### config.mk
export PLATFORM = sky130hd
export DESIGN_NAME = maze_explore_and_run
export DESIGN_NICKNAME = d
export VERILOG_FILES = /design/src/hdl/mer_pkg.sv /design/src/hdl/mer_ctrl.sv /design/src/hdl/mer_datapath.sv /design/src/hdl/maze_explore_and_run.sv
export SDC_FILE = /design/constraint.sdc
export NUM_CORES = 2
export LEC_CHECK = 0
export ABC_AREA = 1
export BUFFER_PORTS_ARGS = -buffer_cell sky130_fd_sc_hd__buf_4
export CELL_PAD_IN_SITES_DETAIL_PLACEMENT = 0
export CELL_PAD_IN_SITES_GLOBAL_PLACEMENT = 1
export CORE_MARGIN = 5
export CORE_UTILIZATION = 45
export DETAILED_ROUTE_END_ITERATION = 8
export PLACE_DENSITY = 0.76
export SLEW_MARGIN = 5
export SYNTH_ARGS = -nofsm -noshare
export SYNTH_HDL_FRONTEND = slang
export SYNTH_SLANG_ARGS = --single-unit
export TNS_END_PERCENT = 5
### constraint.sdc
create_clock -name clock -period 6.4 [get_ports clock]
set_input_delay 1.28 -clock clock [delete_from_list [all_inputs] [get_ports clock]]
set_output_delay 1.28 -clock clock [all_outputs]
set_load 0.1 [all_outputs]
### src/hdl/mer_pkg.sv
// Shared types, constants and helper functions of the maze controller.
package mer_pkg;

   // Grid and store geometry.
   localparam int GRID_WIDTH          = 8;
   localparam int GRID_HEIGHT         = 8;
   localparam int CELLS               = GRID_WIDTH * GRID_HEIGHT;
   localparam int COORD_W             = 3;
   localparam int IDX_W               = 6;
   localparam int CELL_W              = 16;
   localparam int DIST_W              = 8;
   localparam int STACK_DEPTH_DEFAULT = 64;
   localparam int MAX_PASSES          = 8;
   localparam int PASS_W              = $clog2(MAX_PASSES);

   // Cell word layout: walls in bits 0..3, marks, then the distance byte.
   localparam int WALL_N      = 0;
   localparam int WALL_E      = 1;
   localparam int WALL_S      = 2;
   localparam int WALL_W      = 3;
   localparam int BIT_VISITED = 4;
   localparam int BIT_DEAD    = 5;
   localparam int BIT_START   = 6;
   localparam int BIT_GOAL    = 7;
   localparam int DIST_LSB    = 8;

   // Absolute directions.
   localparam logic [1:0] DIR_N = 2'd0;
   localparam logic [1:0] DIR_E = 2'd1;
   localparam logic [1:0] DIR_S = 2'd2;
   localparam logic [1:0] DIR_W = 2'd3;

   // Move commands.
   localparam logic [2:0] MV_NONE     = 3'd0;
   localparam logic [2:0] MV_STRAIGHT = 3'd1;
   localparam logic [2:0] MV_LEFT     = 3'd2;
   localparam logic [2:0] MV_RIGHT    = 3'd3;
   localparam logic [2:0] MV_UTURN    = 3'd4;
   localparam logic [2:0] MV_FINISH   = 3'd5;

   // Junction codes with special handling.
   localparam logic [3:0] JN_START = 4'd7;
   localparam logic [3:0] JN_END   = 4'd8;

   typedef enum logic [2:0] {
      MODE_SEARCH,
      MODE_DEAD_END,
      MODE_BACKWARD,
      MODE_GOAL,
      MODE_RESTART
   } mode_type;

   // Outcome of one pass of the exploration mode machine.
   typedef enum logic [2:0] {
      ACT_CONT,
      ACT_ADV,
      ACT_BACK,
      ACT_FINISH,
      ACT_NONE
   } act_type;

   typedef enum logic [3:0] {
      ST_IDLE,
      ST_RD_CUR,
      ST_LOAD,
      ST_NB_E,
      ST_NB_S,
      ST_NB_W,
      ST_NB_END,
      ST_PASS,
      ST_WB,
      ST_POP,
      ST_POP_DONE,
      ST_RUN,
      ST_DONE
   } state_type;

   // Commands from the controller to the datapath.
   typedef struct packed {
      logic       accept;
      logic       rd_en;
      logic       rd_cur;
      logic [1:0] rd_dir;
      logic       cap_cur;
      logic       cap_nb;
      logic [1:0] cap_dir;
      logic       pass;
      logic       last_pass;
      logic       commit;
      logic       pop;
      logic       pop_done;
      logic       run;
      logic       emit;
   } cmd_type;

   // Status from the datapath to the controller.
   typedef struct packed {
      logic    func;
      act_type pass_act;
      act_type act;
      logic    out_busy;
   } status_type;

   // Walls seen relative to the heading: bit0 ahead, bit1 right, bit2 back, bit3 left.
   function automatic logic [3:0] rel_walls(input logic [3:0] junction);
      logic [3:0] m;
      unique case (junction)
         4'd0:    m = 4'hB;
         4'd1:    m = 4'hA;
         4'd2:    m = 4'h3;
         4'd3:    m = 4'h9;
         4'd4:    m = 4'h2;
         4'd5:    m = 4'h8;
         4'd6:    m = 4'h1;
         4'd7:    m = 4'hE;
         default: m = 4'h0;
      endcase
      return m;
   endfunction

   // Cell word after reset: outer walls, unknown distance, start cell at the origin.
   function automatic logic [CELL_W-1:0] cell_reset(input logic [IDX_W-1:0] idx);
      logic [COORD_W-1:0] x;
      logic [COORD_W-1:0] y;
      logic [CELL_W-1:0]  c;
      x = COORD_W'(idx % GRID_WIDTH);
      y = COORD_W'(idx / GRID_WIDTH);
      c = {8'hFF, 8'h00};
      if (y == '0) c[WALL_S] = 1'b1;
      if (y == COORD_W'(GRID_HEIGHT - 1)) c[WALL_N] = 1'b1;
      if (x == '0) c[WALL_W] = 1'b1;
      if (x == COORD_W'(GRID_WIDTH - 1)) c[WALL_E] = 1'b1;
      if (idx == '0) begin
         c[BIT_START] = 1'b1;
         c[WALL_E]    = 1'b1;
         c[WALL_S]    = 1'b1;
         c[WALL_W]    = 1'b1;
      end
      return c;
   endfunction

endpackage

### src/hdl/mer_ctrl.sv
// Sequencing state machine of the maze controller.
module mer_ctrl (
   input  logic                clock,
   input  logic                reset,
   input  logic                req_valid,
   output logic                req_stall,
   input  mer_pkg::status_type status,
   output mer_pkg::cmd_type    cmd
);

   mer_pkg::state_type               state_ff, state_in;
   logic [mer_pkg::PASS_W-1:0]       pass_cnt_ff, pass_cnt_in;
   logic                             last_pass;

   assign req_stall = (state_ff != mer_pkg::ST_IDLE);
   assign last_pass = (pass_cnt_ff == mer_pkg::PASS_W'(mer_pkg::MAX_PASSES - 1));

   // Next state.
   always_comb begin
      state_in = state_ff;
      unique case (state_ff)
         mer_pkg::ST_IDLE:     if (req_valid) state_in = mer_pkg::ST_RD_CUR;
         mer_pkg::ST_RD_CUR:   state_in = mer_pkg::ST_LOAD;
         mer_pkg::ST_LOAD:     state_in = mer_pkg::ST_NB_E;
         mer_pkg::ST_NB_E:     state_in = mer_pkg::ST_NB_S;
         mer_pkg::ST_NB_S:     state_in = mer_pkg::ST_NB_W;
         mer_pkg::ST_NB_W:     state_in = mer_pkg::ST_NB_END;
         mer_pkg::ST_NB_END: begin
            state_in = status.func ? mer_pkg::ST_RUN : mer_pkg::ST_PASS;
         end
         mer_pkg::ST_PASS: begin
            if (status.pass_act != mer_pkg::ACT_CONT || last_pass) state_in = mer_pkg::ST_WB;
         end
         mer_pkg::ST_WB: begin
            state_in = (status.act == mer_pkg::ACT_BACK) ? mer_pkg::ST_POP : mer_pkg::ST_DONE;
         end
         mer_pkg::ST_POP:      state_in = mer_pkg::ST_POP_DONE;
         mer_pkg::ST_POP_DONE: state_in = mer_pkg::ST_DONE;
         mer_pkg::ST_RUN:      state_in = mer_pkg::ST_DONE;
         mer_pkg::ST_DONE:     if (!status.out_busy) state_in = mer_pkg::ST_IDLE;
         default:              state_in = mer_pkg::ST_IDLE;
      endcase
   end

   // Pass counter for the bounded mode machine loop.
   always_comb begin
      pass_cnt_in = pass_cnt_ff;
      if (state_ff == mer_pkg::ST_NB_END) pass_cnt_in = '0;
      else if (state_ff == mer_pkg::ST_PASS) pass_cnt_in = pass_cnt_ff + 1'b1;
   end

   // Command outputs.
   always_comb begin
      cmd = '0;
      unique case (state_ff)
         mer_pkg::ST_IDLE:   cmd.accept = req_valid;
         mer_pkg::ST_RD_CUR: begin
            cmd.rd_en  = 1'b1;
            cmd.rd_cur = 1'b1;
         end
         mer_pkg::ST_LOAD: begin
            cmd.cap_cur = 1'b1;
            cmd.rd_en   = 1'b1;
            cmd.rd_dir  = mer_pkg::DIR_N;
         end
         mer_pkg::ST_NB_E: begin
            cmd.cap_nb  = 1'b1;
            cmd.cap_dir = mer_pkg::DIR_N;
            cmd.rd_en   = 1'b1;
            cmd.rd_dir  = mer_pkg::DIR_E;
         end
         mer_pkg::ST_NB_S: begin
            cmd.cap_nb  = 1'b1;
            cmd.cap_dir = mer_pkg::DIR_E;
            cmd.rd_en   = 1'b1;
            cmd.rd_dir  = mer_pkg::DIR_S;
         end
         mer_pkg::ST_NB_W: begin
            cmd.cap_nb  = 1'b1;
            cmd.cap_dir = mer_pkg::DIR_S;
            cmd.rd_en   = 1'b1;
            cmd.rd_dir  = mer_pkg::DIR_W;
         end
         mer_pkg::ST_NB_END: begin
            cmd.cap_nb  = 1'b1;
            cmd.cap_dir = mer_pkg::DIR_W;
         end
         mer_pkg::ST_PASS: begin
            cmd.pass      = 1'b1;
            cmd.last_pass = last_pass;
         end
         mer_pkg::ST_WB:       cmd.commit   = 1'b1;
         mer_pkg::ST_POP:      cmd.pop      = 1'b1;
         mer_pkg::ST_POP_DONE: cmd.pop_done = 1'b1;
         mer_pkg::ST_RUN:      cmd.run      = 1'b1;
         mer_pkg::ST_DONE:     cmd.emit     = !status.out_busy;
         default:              cmd          = '0;
      endcase
   end

   // State registers.
   always_ff @(posedge clock) begin
      if (reset) begin
         state_ff    <= mer_pkg::ST_IDLE;
         pass_cnt_ff <= '0;
      end else begin
         state_ff    <= state_in;
         pass_cnt_ff <= pass_cnt_in;
      end
   end

endmodule

### src/hdl/mer_datapath.sv
// Datapath of the maze controller: cell store, path stack, robot state and result register.
module mer_datapath #(
   parameter int STACK_DEPTH = mer_pkg::STACK_DEPTH_DEFAULT
) (
   input  logic                clock,
   input  logic                reset,
   input  mer_pkg::cmd_type    cmd,
   output mer_pkg::status_type status,
   input  logic                req_func,
   input  logic [3:0]          req_junction,
   output logic                rsp_valid,
   input  logic                rsp_stall,
   output logic [2:0]          rsp_move,
   output logic [2:0]          rsp_pos_x,
   output logic [2:0]          rsp_pos_y,
   output logic [1:0]          rsp_heading_out,
   output logic signed [6:0]   rsp_step_distance,
   output logic                rsp_stack_fault
);

   localparam int CW    = mer_pkg::COORD_W;
   localparam int IW    = mer_pkg::IDX_W;
   localparam int WW    = mer_pkg::CELL_W;
   localparam int DW    = mer_pkg::DIST_W;
   localparam int SA_W  = $clog2(STACK_DEPTH);
   localparam int LVL_W = $clog2(STACK_DEPTH + 1);

   // Step input and robot state.
   logic                 func_ff;
   logic [3:0]           junction_ff;
   logic [CW-1:0]        x_ff, y_ff;
   logic [1:0]           heading_ff;
   logic [DW-1:0]        pc_ff;
   mer_pkg::mode_type    mode_ff;
   logic                 goal_seen_ff, branch_active_ff;
   logic [DW-1:0]        branch_depth_ff;
   logic [LVL_W-1:0]     level_ff;
   logic                 fault_ff;
   logic [2:0]           move_ff;
   mer_pkg::act_type     act_ff;
   logic [1:0]           dir_ff;

   // Working copy of the current cell and captured neighbor fields.
   logic [WW-1:0]        cur_ff;
   logic [3:0]           nb_vis_ff, nb_dead_ff;
   logic [DW-1:0]        nb_dist_ff [4];

   // Cell store with per-entry valid bits, and the path stack.
   logic [WW-1:0]        cell_mem [mer_pkg::CELLS];
   logic [mer_pkg::CELLS-1:0] cell_valid_ff;
   logic [WW-1:0]        rd_data_ff;
   logic                 rd_valid_ff;
   logic [IW-1:0]        rd_idx_ff;
   logic [IW-1:0]        stack_mem [STACK_DEPTH];
   logic [IW-1:0]        stk_rd_ff;

   // Result register.
   logic                 rsp_valid_ff;
   logic [2:0]           rsp_move_ff;
   logic [CW-1:0]        rsp_x_ff, rsp_y_ff;
   logic [1:0]           rsp_heading_ff;
   logic [6:0]           rsp_dist_ff;
   logic                 rsp_fault_ff;

   // Combinational helpers.
   logic [IW-1:0]        cur_idx;
   logic [CW-1:0]        nb_x [4];
   logic [CW-1:0]        nb_y [4];
   logic [3:0]           nb_in;
   logic [IW-1:0]        nb_idx [4];
   logic [IW-1:0]        rd_addr;
   logic [WW-1:0]        rd_word, rec_word;
   logic [3:0]           rec_mask;
   logic [3:0]           cand;
   logic [1:0]           dir_ahead, dir_right, dir_left;

   logic [WW-1:0]        p_cur;
   mer_pkg::act_type     p_act;
   mer_pkg::mode_type    p_mode;
   logic                 p_goal_seen, p_branch_active;
   logic [DW-1:0]        p_branch_depth;
   logic [1:0]           p_heading, p_dir;

   logic [DW-1:0]        pc_inc;
   logic [3:0]           run_match;
   logic                 run_found;
   logic [1:0]           run_dir;

   logic [CW-1:0]        go_x, go_y;
   logic                 go_up, go_dn, go_rt, go_lf, go_ok;
   logic [1:0]           go_nh, go_diff;
   logic [2:0]           go_mv;

   assign cur_idx = IW'(int'(y_ff) * mer_pkg::GRID_WIDTH + int'(x_ff));

   // Neighbor coordinates and grid membership per absolute direction.
   always_comb begin
      nb_x[mer_pkg::DIR_N] = x_ff;
      nb_y[mer_pkg::DIR_N] = y_ff + 1'b1;
      nb_x[mer_pkg::DIR_E] = x_ff + 1'b1;
      nb_y[mer_pkg::DIR_E] = y_ff;
      nb_x[mer_pkg::DIR_S] = x_ff;
      nb_y[mer_pkg::DIR_S] = y_ff - 1'b1;
      nb_x[mer_pkg::DIR_W] = x_ff - 1'b1;
      nb_y[mer_pkg::DIR_W] = y_ff;
      nb_in[mer_pkg::DIR_N] = (y_ff != CW'(mer_pkg::GRID_HEIGHT - 1));
      nb_in[mer_pkg::DIR_E] = (x_ff != CW'(mer_pkg::GRID_WIDTH - 1));
      nb_in[mer_pkg::DIR_S] = (y_ff != '0);
      nb_in[mer_pkg::DIR_W] = (x_ff != '0);
      for (int d = 0; d < 4; d++) begin
         nb_idx[d] = IW'(int'(nb_y[d]) * mer_pkg::GRID_WIDTH + int'(nb_x[d]));
      end
   end

   assign rd_addr = cmd.rd_cur ? cur_idx : nb_idx[cmd.rd_dir];
   assign rd_word = rd_valid_ff ? rd_data_ff : mer_pkg::cell_reset(rd_idx_ff);

   // Record the current cell: goal mark, walls on first visit, visited and distance.
   always_comb begin
      rec_word = rd_word;
      rec_mask = mer_pkg::rel_walls(junction_ff);
      if (junction_ff == mer_pkg::JN_START && heading_ff != mer_pkg::DIR_N) rec_mask = '0;
      if (junction_ff == mer_pkg::JN_END) rec_word[mer_pkg::BIT_GOAL] = 1'b1;
      if (!rd_word[mer_pkg::BIT_VISITED]) begin
         for (int r = 0; r < 4; r++) begin
            if (rec_mask[r]) rec_word[2'(heading_ff + 2'(r))] = 1'b1;
         end
      end
      rec_word[mer_pkg::BIT_VISITED] = 1'b1;
      rec_word[WW-1:mer_pkg::DIST_LSB] = pc_ff;
   end

   // Open, in-grid, unvisited neighbors.
   always_comb begin
      for (int d = 0; d < 4; d++) begin
         cand[d] = !cur_ff[d] && nb_in[d] && !nb_vis_ff[d];
      end
   end

   assign dir_ahead = heading_ff;
   assign dir_right = heading_ff + 2'd1;
   assign dir_left  = heading_ff + 2'd3;

   // One pass of the exploration mode machine.
   always_comb begin
      p_cur           = cur_ff;
      p_act           = mer_pkg::ACT_CONT;
      p_mode          = mode_ff;
      p_goal_seen     = goal_seen_ff;
      p_branch_active = branch_active_ff;
      p_branch_depth  = branch_depth_ff;
      p_heading       = heading_ff;
      p_dir           = dir_ff;
      case (mode_ff)
         mer_pkg::MODE_DEAD_END: begin
            p_cur[mer_pkg::BIT_DEAD] = 1'b1;
            p_mode = mer_pkg::MODE_BACKWARD;
            p_act  = mer_pkg::ACT_BACK;
         end
         mer_pkg::MODE_BACKWARD: begin
            if (cur_ff[mer_pkg::BIT_START]) begin
               p_mode    = mer_pkg::MODE_RESTART;
               p_heading = mer_pkg::DIR_N;
               p_act     = mer_pkg::ACT_FINISH;
            end else if (cand[dir_ahead] || cand[dir_right] || cand[dir_left]) begin
               p_mode = mer_pkg::MODE_SEARCH;
               if (goal_seen_ff) begin
                  p_branch_active = 1'b1;
                  p_branch_depth  = pc_ff;
               end
            end else begin
               if (!goal_seen_ff) begin
                  p_cur[mer_pkg::BIT_DEAD] = 1'b1;
               end else if (branch_active_ff && ($signed({1'b0, pc_ff}) >
                            $signed({branch_depth_ff[DW-1], branch_depth_ff}))) begin
                  p_cur[mer_pkg::BIT_DEAD] = 1'b1;
               end else begin
                  p_branch_active = 1'b0;
               end
               p_act = mer_pkg::ACT_BACK;
            end
         end
         mer_pkg::MODE_GOAL: begin
            p_goal_seen     = 1'b1;
            p_branch_active = 1'b0;
            p_mode          = mer_pkg::MODE_BACKWARD;
         end
         mer_pkg::MODE_RESTART: p_act = mer_pkg::ACT_FINISH;
         default: begin
            p_cur[mer_pkg::BIT_VISITED] = 1'b1;
            if (cur_ff[mer_pkg::BIT_GOAL]) begin
               p_mode = mer_pkg::MODE_GOAL;
            end else if (cand[dir_ahead]) begin
               p_dir  = dir_ahead;
               p_mode = mer_pkg::MODE_SEARCH;
               p_act  = mer_pkg::ACT_ADV;
            end else if (cand[dir_right]) begin
               p_dir  = dir_right;
               p_mode = mer_pkg::MODE_SEARCH;
               p_act  = mer_pkg::ACT_ADV;
            end else if (cand[dir_left]) begin
               p_dir  = dir_left;
               p_mode = mer_pkg::MODE_SEARCH;
               p_act  = mer_pkg::ACT_ADV;
            end else begin
               p_mode = mer_pkg::MODE_DEAD_END;
            end
         end
      endcase
   end

   // Run step: first neighbor in the order north, south, east, west one step further on.
   assign pc_inc = pc_ff + 1'b1;
   always_comb begin
      for (int d = 0; d < 4; d++) begin
         run_match[d] = nb_in[d] && (nb_dist_ff[d] == pc_inc) && !pc_inc[DW-1] &&
                        !nb_dead_ff[d];
      end
      run_found = 1'b1;
      if (run_match[mer_pkg::DIR_N]) run_dir = mer_pkg::DIR_N;
      else if (run_match[mer_pkg::DIR_S]) run_dir = mer_pkg::DIR_S;
      else if (run_match[mer_pkg::DIR_E]) run_dir = mer_pkg::DIR_E;
      else if (run_match[mer_pkg::DIR_W]) run_dir = mer_pkg::DIR_W;
      else begin
         run_dir   = mer_pkg::DIR_N;
         run_found = 1'b0;
      end
   end

   // Move toward a destination cell: new heading and turn command.
   always_comb begin
      if (cmd.pop_done) begin
         go_x = fault_ff ? x_ff : CW'(stk_rd_ff % mer_pkg::GRID_WIDTH);
         go_y = fault_ff ? y_ff : CW'(stk_rd_ff / mer_pkg::GRID_WIDTH);
      end else if (cmd.run) begin
         // The start cell always heads north on a run step.
         go_x = cur_ff[mer_pkg::BIT_START] ? nb_x[mer_pkg::DIR_N] : nb_x[run_dir];
         go_y = cur_ff[mer_pkg::BIT_START] ? nb_y[mer_pkg::DIR_N] : nb_y[run_dir];
      end else begin
         go_x = nb_x[dir_ff];
         go_y = nb_y[dir_ff];
      end
      go_up = (({1'b0, y_ff} + 1'b1) == {1'b0, go_y});
      go_dn = (({1'b0, go_y} + 1'b1) == {1'b0, y_ff});
      go_rt = (({1'b0, x_ff} + 1'b1) == {1'b0, go_x});
      go_lf = (({1'b0, go_x} + 1'b1) == {1'b0, x_ff});
      go_ok = go_up || go_dn || go_rt || go_lf;
      if (go_up) go_nh = mer_pkg::DIR_N;
      else if (go_dn) go_nh = mer_pkg::DIR_S;
      else if (go_rt) go_nh = mer_pkg::DIR_E;
      else go_nh = mer_pkg::DIR_W;
      go_diff = go_nh - heading_ff;
      case (go_diff)
         2'd0:    go_mv = mer_pkg::MV_STRAIGHT;
         2'd1:    go_mv = mer_pkg::MV_RIGHT;
         2'd2:    go_mv = mer_pkg::MV_UTURN;
         default: go_mv = mer_pkg::MV_LEFT;
      endcase
      if (!go_ok) go_mv = mer_pkg::MV_NONE;
   end

   // Cell store: one write port, one registered read port.
   always_ff @(posedge clock) begin
      if (cmd.commit) cell_mem[cur_idx] <= cur_ff;
      if (cmd.rd_en) begin
         rd_data_ff  <= cell_mem[rd_addr];
         rd_valid_ff <= cell_valid_ff[rd_addr];
         rd_idx_ff   <= rd_addr;
      end
   end

   // Valid bits: an entry never written reads as its reset value.
   always_ff @(posedge clock) begin
      if (reset) begin
         cell_valid_ff <= '0;
      end else if (cmd.commit) begin
         cell_valid_ff[cur_idx] <= 1'b1;
      end
   end

   // Path stack: push on advance, registered read on pop.
   always_ff @(posedge clock) begin
      if (cmd.commit && act_ff == mer_pkg::ACT_ADV && level_ff < LVL_W'(STACK_DEPTH)) begin
         stack_mem[level_ff[SA_W-1:0]] <= cur_idx;
      end
      if (cmd.pop) stk_rd_ff <= stack_mem[SA_W'(level_ff - 1'b1)];
   end

   // Step input, working cell and neighbor captures.
   always_ff @(posedge clock) begin
      if (cmd.accept) begin
         func_ff     <= req_func;
         junction_ff <= req_junction;
      end
      if (cmd.cap_cur) cur_ff <= func_ff ? rd_word : rec_word;
      else if (cmd.pass) cur_ff <= p_cur;
      if (cmd.cap_nb) begin
         nb_vis_ff[cmd.cap_dir]  <= rd_word[mer_pkg::BIT_VISITED];
         nb_dead_ff[cmd.cap_dir] <= rd_word[mer_pkg::BIT_DEAD];
         nb_dist_ff[cmd.cap_dir] <= rd_word[WW-1:mer_pkg::DIST_LSB];
      end
      if (cmd.pass) begin
         act_ff <= (p_act == mer_pkg::ACT_CONT && cmd.last_pass) ? mer_pkg::ACT_NONE : p_act;
         dir_ff <= p_dir;
      end
   end

   // Robot state and exploration bookkeeping.
   always_ff @(posedge clock) begin
      if (reset) begin
         x_ff             <= '0;
         y_ff             <= '0;
         heading_ff       <= mer_pkg::DIR_N;
         pc_ff            <= '0;
         mode_ff          <= mer_pkg::MODE_SEARCH;
         goal_seen_ff     <= 1'b0;
         branch_active_ff <= 1'b0;
         branch_depth_ff  <= '0;
         level_ff         <= '0;
         fault_ff         <= 1'b0;
         move_ff          <= mer_pkg::MV_NONE;
      end else begin
         if (cmd.accept) begin
            fault_ff <= 1'b0;
            move_ff  <= mer_pkg::MV_NONE;
         end
         if (cmd.pass) begin
            mode_ff          <= p_mode;
            goal_seen_ff     <= p_goal_seen;
            branch_active_ff <= p_branch_active;
            branch_depth_ff  <= p_branch_depth;
            heading_ff       <= p_heading;
         end
         if (cmd.commit) begin
            case (act_ff)
               mer_pkg::ACT_ADV: begin
                  pc_ff <= pc_inc;
                  if (level_ff < LVL_W'(STACK_DEPTH)) level_ff <= level_ff + 1'b1;
                  else fault_ff <= 1'b1;
                  x_ff <= go_x;
                  y_ff <= go_y;
                  if (go_ok) heading_ff <= go_nh;
                  move_ff <= go_mv;
               end
               mer_pkg::ACT_FINISH: move_ff <= mer_pkg::MV_FINISH;
               default:             move_ff <= mer_pkg::MV_NONE;
            endcase
         end
         if (cmd.pop) begin
            pc_ff <= pc_ff - 1'b1;
            if (level_ff == '0) fault_ff <= 1'b1;
            else level_ff <= level_ff - 1'b1;
         end
         if (cmd.pop_done) begin
            x_ff <= go_x;
            y_ff <= go_y;
            if (go_ok) heading_ff <= go_nh;
            move_ff <= go_mv;
         end
         if (cmd.run) begin
            pc_ff <= pc_inc;
            if (cur_ff[mer_pkg::BIT_START]) begin
               if (nb_in[mer_pkg::DIR_N]) begin
                  x_ff       <= go_x;
                  y_ff       <= go_y;
                  heading_ff <= go_nh;
                  move_ff    <= go_mv;
               end else begin
                  move_ff <= mer_pkg::MV_NONE;
               end
            end else if (cur_ff[mer_pkg::BIT_GOAL]) begin
               move_ff <= mer_pkg::MV_FINISH;
            end else if (run_found) begin
               x_ff       <= go_x;
               y_ff       <= go_y;
               heading_ff <= go_nh;
               move_ff    <= go_mv;
            end else begin
               move_ff <= mer_pkg::MV_NONE;
            end
         end
      end
   end

   // Result register: holds a finished transfer while the receiver stalls.
   always_ff @(posedge clock) begin
      if (reset) begin
         rsp_valid_ff <= 1'b0;
      end else if (cmd.emit) begin
         rsp_valid_ff <= 1'b1;
      end else if (!rsp_stall) begin
         rsp_valid_ff <= 1'b0;
      end
   end

   always_ff @(posedge clock) begin
      if (cmd.emit) begin
         rsp_move_ff    <= move_ff;
         rsp_x_ff       <= x_ff;
         rsp_y_ff       <= y_ff;
         rsp_heading_ff <= heading_ff;
         rsp_dist_ff    <= pc_ff[6:0];
         rsp_fault_ff   <= fault_ff;
      end
   end

   assign rsp_valid         = rsp_valid_ff;
   assign rsp_move          = rsp_move_ff;
   assign rsp_pos_x         = rsp_x_ff;
   assign rsp_pos_y         = rsp_y_ff;
   assign rsp_heading_out   = rsp_heading_ff;
   assign rsp_step_distance = $signed(rsp_dist_ff);
   assign rsp_stack_fault   = rsp_fault_ff;

   assign status.func     = func_ff;
   assign status.pass_act = p_act;
   assign status.act      = act_ff;
   assign status.out_busy = rsp_valid_ff && rsp_stall;

endmodule

### src/hdl/maze_explore_and_run.sv
// Run step: read the current cell and its four neighbors, then one run step. Explore step:
// the same reads, then the mode machine, one pass per cycle (at most eight passes), then,
// on a back move, a pop through the path stack's registered read port.
// One step at a time: the next request is taken once the result is in the output register.
// Synchronous active-high reset returns the robot to the start cell heading north and
// clears the cell store's valid bits; cells then read as their reset value.
module maze_explore_and_run #(
   parameter int STACK_DEPTH = mer_pkg::STACK_DEPTH_DEFAULT
) (
   input  logic              clock,
   input  logic              reset,
   input  logic              req_valid,
   output logic              req_stall,
   input  logic              req_func,
   input  logic [3:0]        req_junction,
   output logic              rsp_valid,
   input  logic              rsp_stall,
   output logic [2:0]        rsp_move,
   output logic [2:0]        rsp_pos_x,
   output logic [2:0]        rsp_pos_y,
   output logic [1:0]        rsp_heading_out,
   output logic signed [6:0] rsp_step_distance,
   output logic              rsp_stack_fault
);

   mer_pkg::cmd_type    cmd;
   mer_pkg::status_type status;

   // Step sequencer.
   mer_ctrl u_ctrl (
      .clock     (clock),
      .reset     (reset),
      .req_valid (req_valid),
      .req_stall (req_stall),
      .status    (status),
      .cmd       (cmd)
   );

   // Stores, robot state and output register.
   mer_datapath #(
      .STACK_DEPTH (STACK_DEPTH)
   ) u_datapath (
      .clock             (clock),
      .reset             (reset),
      .cmd               (cmd),
      .status            (status),
      .req_func          (req_func),
      .req_junction      (req_junction),
      .rsp_valid         (rsp_valid),
      .rsp_stall         (rsp_stall),
      .rsp_move          (rsp_move),
      .rsp_pos_x         (rsp_pos_x),
      .rsp_pos_y         (rsp_pos_y),
      .rsp_heading_out   (rsp_heading_out),
      .rsp_step_distance (rsp_step_distance),
      .rsp_stack_fault   (rsp_stack_fault)
   );

endmodule

==> impl_results.md <==
* Req. time, crit path at 7.06 ns
* Vias in the first global route at 41.2k
* Final worst path period need at 4.62 ns
* Die W at 395 um
* Ys Warns at 0
* Root buf cell: clkbuf_16
* Die height at 395 um
* Share of layout cells above drive strength 1 at 0.0907
* Fin. Hold Viols at 0
* Yosys reg bits at 1638
* Synth area leader: edfxtp_1
* DRC viols at 0
* Max-Slew Margin vs Limit at 0.00906
* Clock Skews at 0.0544 ns
* Outcome: complete, no violations
* DIE AREA at 0.156 mm2
* Gr usage total at 0.222
* Initial DRC Count at 5115
* H-tree Lvls at 4
* Clk sinks at 1638
* Final worst slack at 1.78 ns
* Cts bufs inserted at 168
* Vias/cell at 5.89
* Sequential fraction of the synthesis area at 0.721
* Routed vias at 43.6k
* Avg Cell Area, Syn at 12.4 um2
* Post-synth EDFFs at 1522
* Fmax at 216 MHz
* Synthesized area at 0.0666 mm2
* Worst Max-Slew Pin Slew at 1.49 ns
* Std-Cell Rows at 141
* Post-Synthesis Cells at 5374
* Post-cts gate resize count at 0
* Initial core utilization at 0.452
* Final Max Slew Viols at 0
* Nets@finish at 5380
* Leakage at 23.9 nW
* Main flop type after synthesis: edfxtp_1
* Post-synth top area share at 0.686
* Worst setup path class: flop to flop
* Top Layer Used: met5
* Tightest Hold Check Type: flop to flop
* Mapped Nets at 5417
* Crit path launch type: flop
* Metal3 WL at 15800 um
* Largest cells by area after synthesis: edfxtp_1, nor2_1, o21ai_0, dfxtp_1, o221ai_1
* PwrDens at 418 mW/mm2
* Crit-path max FO at 136
* Io pins at 30
* WL/cell at 24.0 um
* Worst-path clk slew at 0.06 ns
* DP HPWL at 100000 um
* Final period util at 0.722
* Setup_tns at 0 ns
* Final antenna-violating net count at 0
* Drt total wl at 178000 um
* Cts hold-fix bufs at 0
* Most frequent cells in the layout: edfxtp_1, nor2_1, o21ai_0
* First-pass iteration count of the detailed router at 6
* Async S/R FF share, synth at 0
* First-pass GRT wire length at 264000 um
* Buffer count from post-CTS setup fixing at 0
* Core area at 0.147 mm2
* Largest net degree at the start of global routing at 236
* M1 wire length at 74500 um
* Worst EP arrival at 5.28 ns
* Antenna violations before repair at 5
* RSZ-0062 raised after global routing: no
* DR WL met2 at 82100 um
* Final setup vio count at 0
* Distinct cell type count after synthesis at 56
* Worst skew pair latency at 0.81 ns
* DP Worst Slack at 1.85 ns
* Port bufs at 29
* Peak supply drop at 314 uV
* Worst Setup End Kind: flop
* Congestion Overflow GR at 0
* Commonest non-fill, non-tap cell in the layout: edfxtp_1
* Clock buffer depth at 3
* Area grow syn2layout at 11.8%
* Gp weighted congestion at 0.877
* Reg-to-reg slack, setup at 1.78 ns
* CTS tree: yes
* Max-cap viol count at 0
-- worst max-delay path: stages (launching register included) --
cell and delay, ns:
dfxtp_1 0.40, nor2_1 0.07, inv_1 0.16, nor2_1 0.08, buf_4 0.21, nor2_1 0.30
inv_2 0.08, nand2_1 0.10, nand2_4 0.31, inv_8 0.61, buf_4 0.55, o21ai_0 0.14
o22ai_1 0.24, nor2_1 0.06, o221ai_1 0.49, nand3_1 0.21, nand2_1 0.10
-- final cells by class --
class                      instances  area (um2)
fill                           12600       73000
antenna                            2        5.00
timing repair buffer             131        1120
multi-input combinational       3206       16800
clock buffer                     226        4530
inverter                         192         742
tap                             1930        2410
sequential                      1638       48000
clock inverter                    75         818
-- per-stage QoR --
step / hold slack (ns) / cells / total power, mW / instance area (um2) / util
2_1_floorplan: 0.409 / 5374 / 18.2 / 66600 / -
3_3_place_gp: 0.416 / 7097 / 21.5 / 69100 / 0.469
3_5_place_dp: 0.418 / 7097 / 21.6 / 69100 / 0.469
4_1_cts: 0.432 / 7398 / 31.1 / 74500 / 0.505
5_1_grt: 0.435 / 7398 / 32.4 / 74500 / 0.505
6_report: 0.431 / 7400 / 31.1 / 74500 / 0.505
-- path summary, 6_finish.rpt --
path | start | end | cells after the start
hold reg to reg | u_datapath.move_ff[2] | u_datapath.rsp_move[2] | 0
setup / recovery | u_ctrl.state_ff[3] | u_datapath.rd_data_ff[1] | 16
hold / removal | u_datapath.move_ff[2] | u_datapath.rsp_move[2] | 0
setup reg to reg | u_ctrl.state_ff[3] | u_datapath.rd_data_ff[1] | 16
-- layer usage --
metal,vias up,track usage
met4,2,0.0696
met3,320,0.0496
met2,1822,0.346
met5,-,0
li1,19800,-
met1,21600,0.312
-- cells in the mapped netlist, types with 13 or more instances --
cell / instances
a21oi_1: 85
buf_1: 16
buf_2: 25
clkbuf_1: 295
dfxtp_1: 116
edfxtp_1: 1522
ha_1: 34
inv_1: 171
mux2i_1: 48
nand2_1: 287
nand2_2: 23
nand3_1: 170
nor2_1: 1119
nor3_1: 25
o211ai_1: 111
o21ai_0: 775
o221ai_1: 186
o22ai_1: 176
o32ai_1: 48
xor2_1: 13
-- power by group --
part           switching (mW)  internal (mW)
registers               0.219           12.5
clock network            4.11           5.40
logic                    6.62           2.22
-- logic make-up after synthesis --
| group | after synthesis | synth area share |
|---|---|---|
| simple gates | 1681 | 0.103 |
| flops | 1638 | 0.721 |
| compound gates | 1426 | 0.130 |
| buf+inv | 530 | 0.0304 |
| mux | 48 | 0.00721 |
| fa+ha+maj | 34 | 0.00639 |
| xor+xnor | 17 | 0.00235 |
-- sequential cells by signal, indices dropped and copies added (netlist names), 8 cells and up, named ones only --
register / cells
u_datapath.cell_valid_ff: 64
u_datapath.cur_ff: 16
u_datapath.stack_mem: 384
u_datapath.cell_mem: 1024
u_datapath.pc_ff: 8
u_datapath.rd_data_ff: 16
u_datapath.nb_dist_ff: 32
u_datapath.branch_depth_ff: 8
No activity file was read; power rests on OpenSTA's default activity.
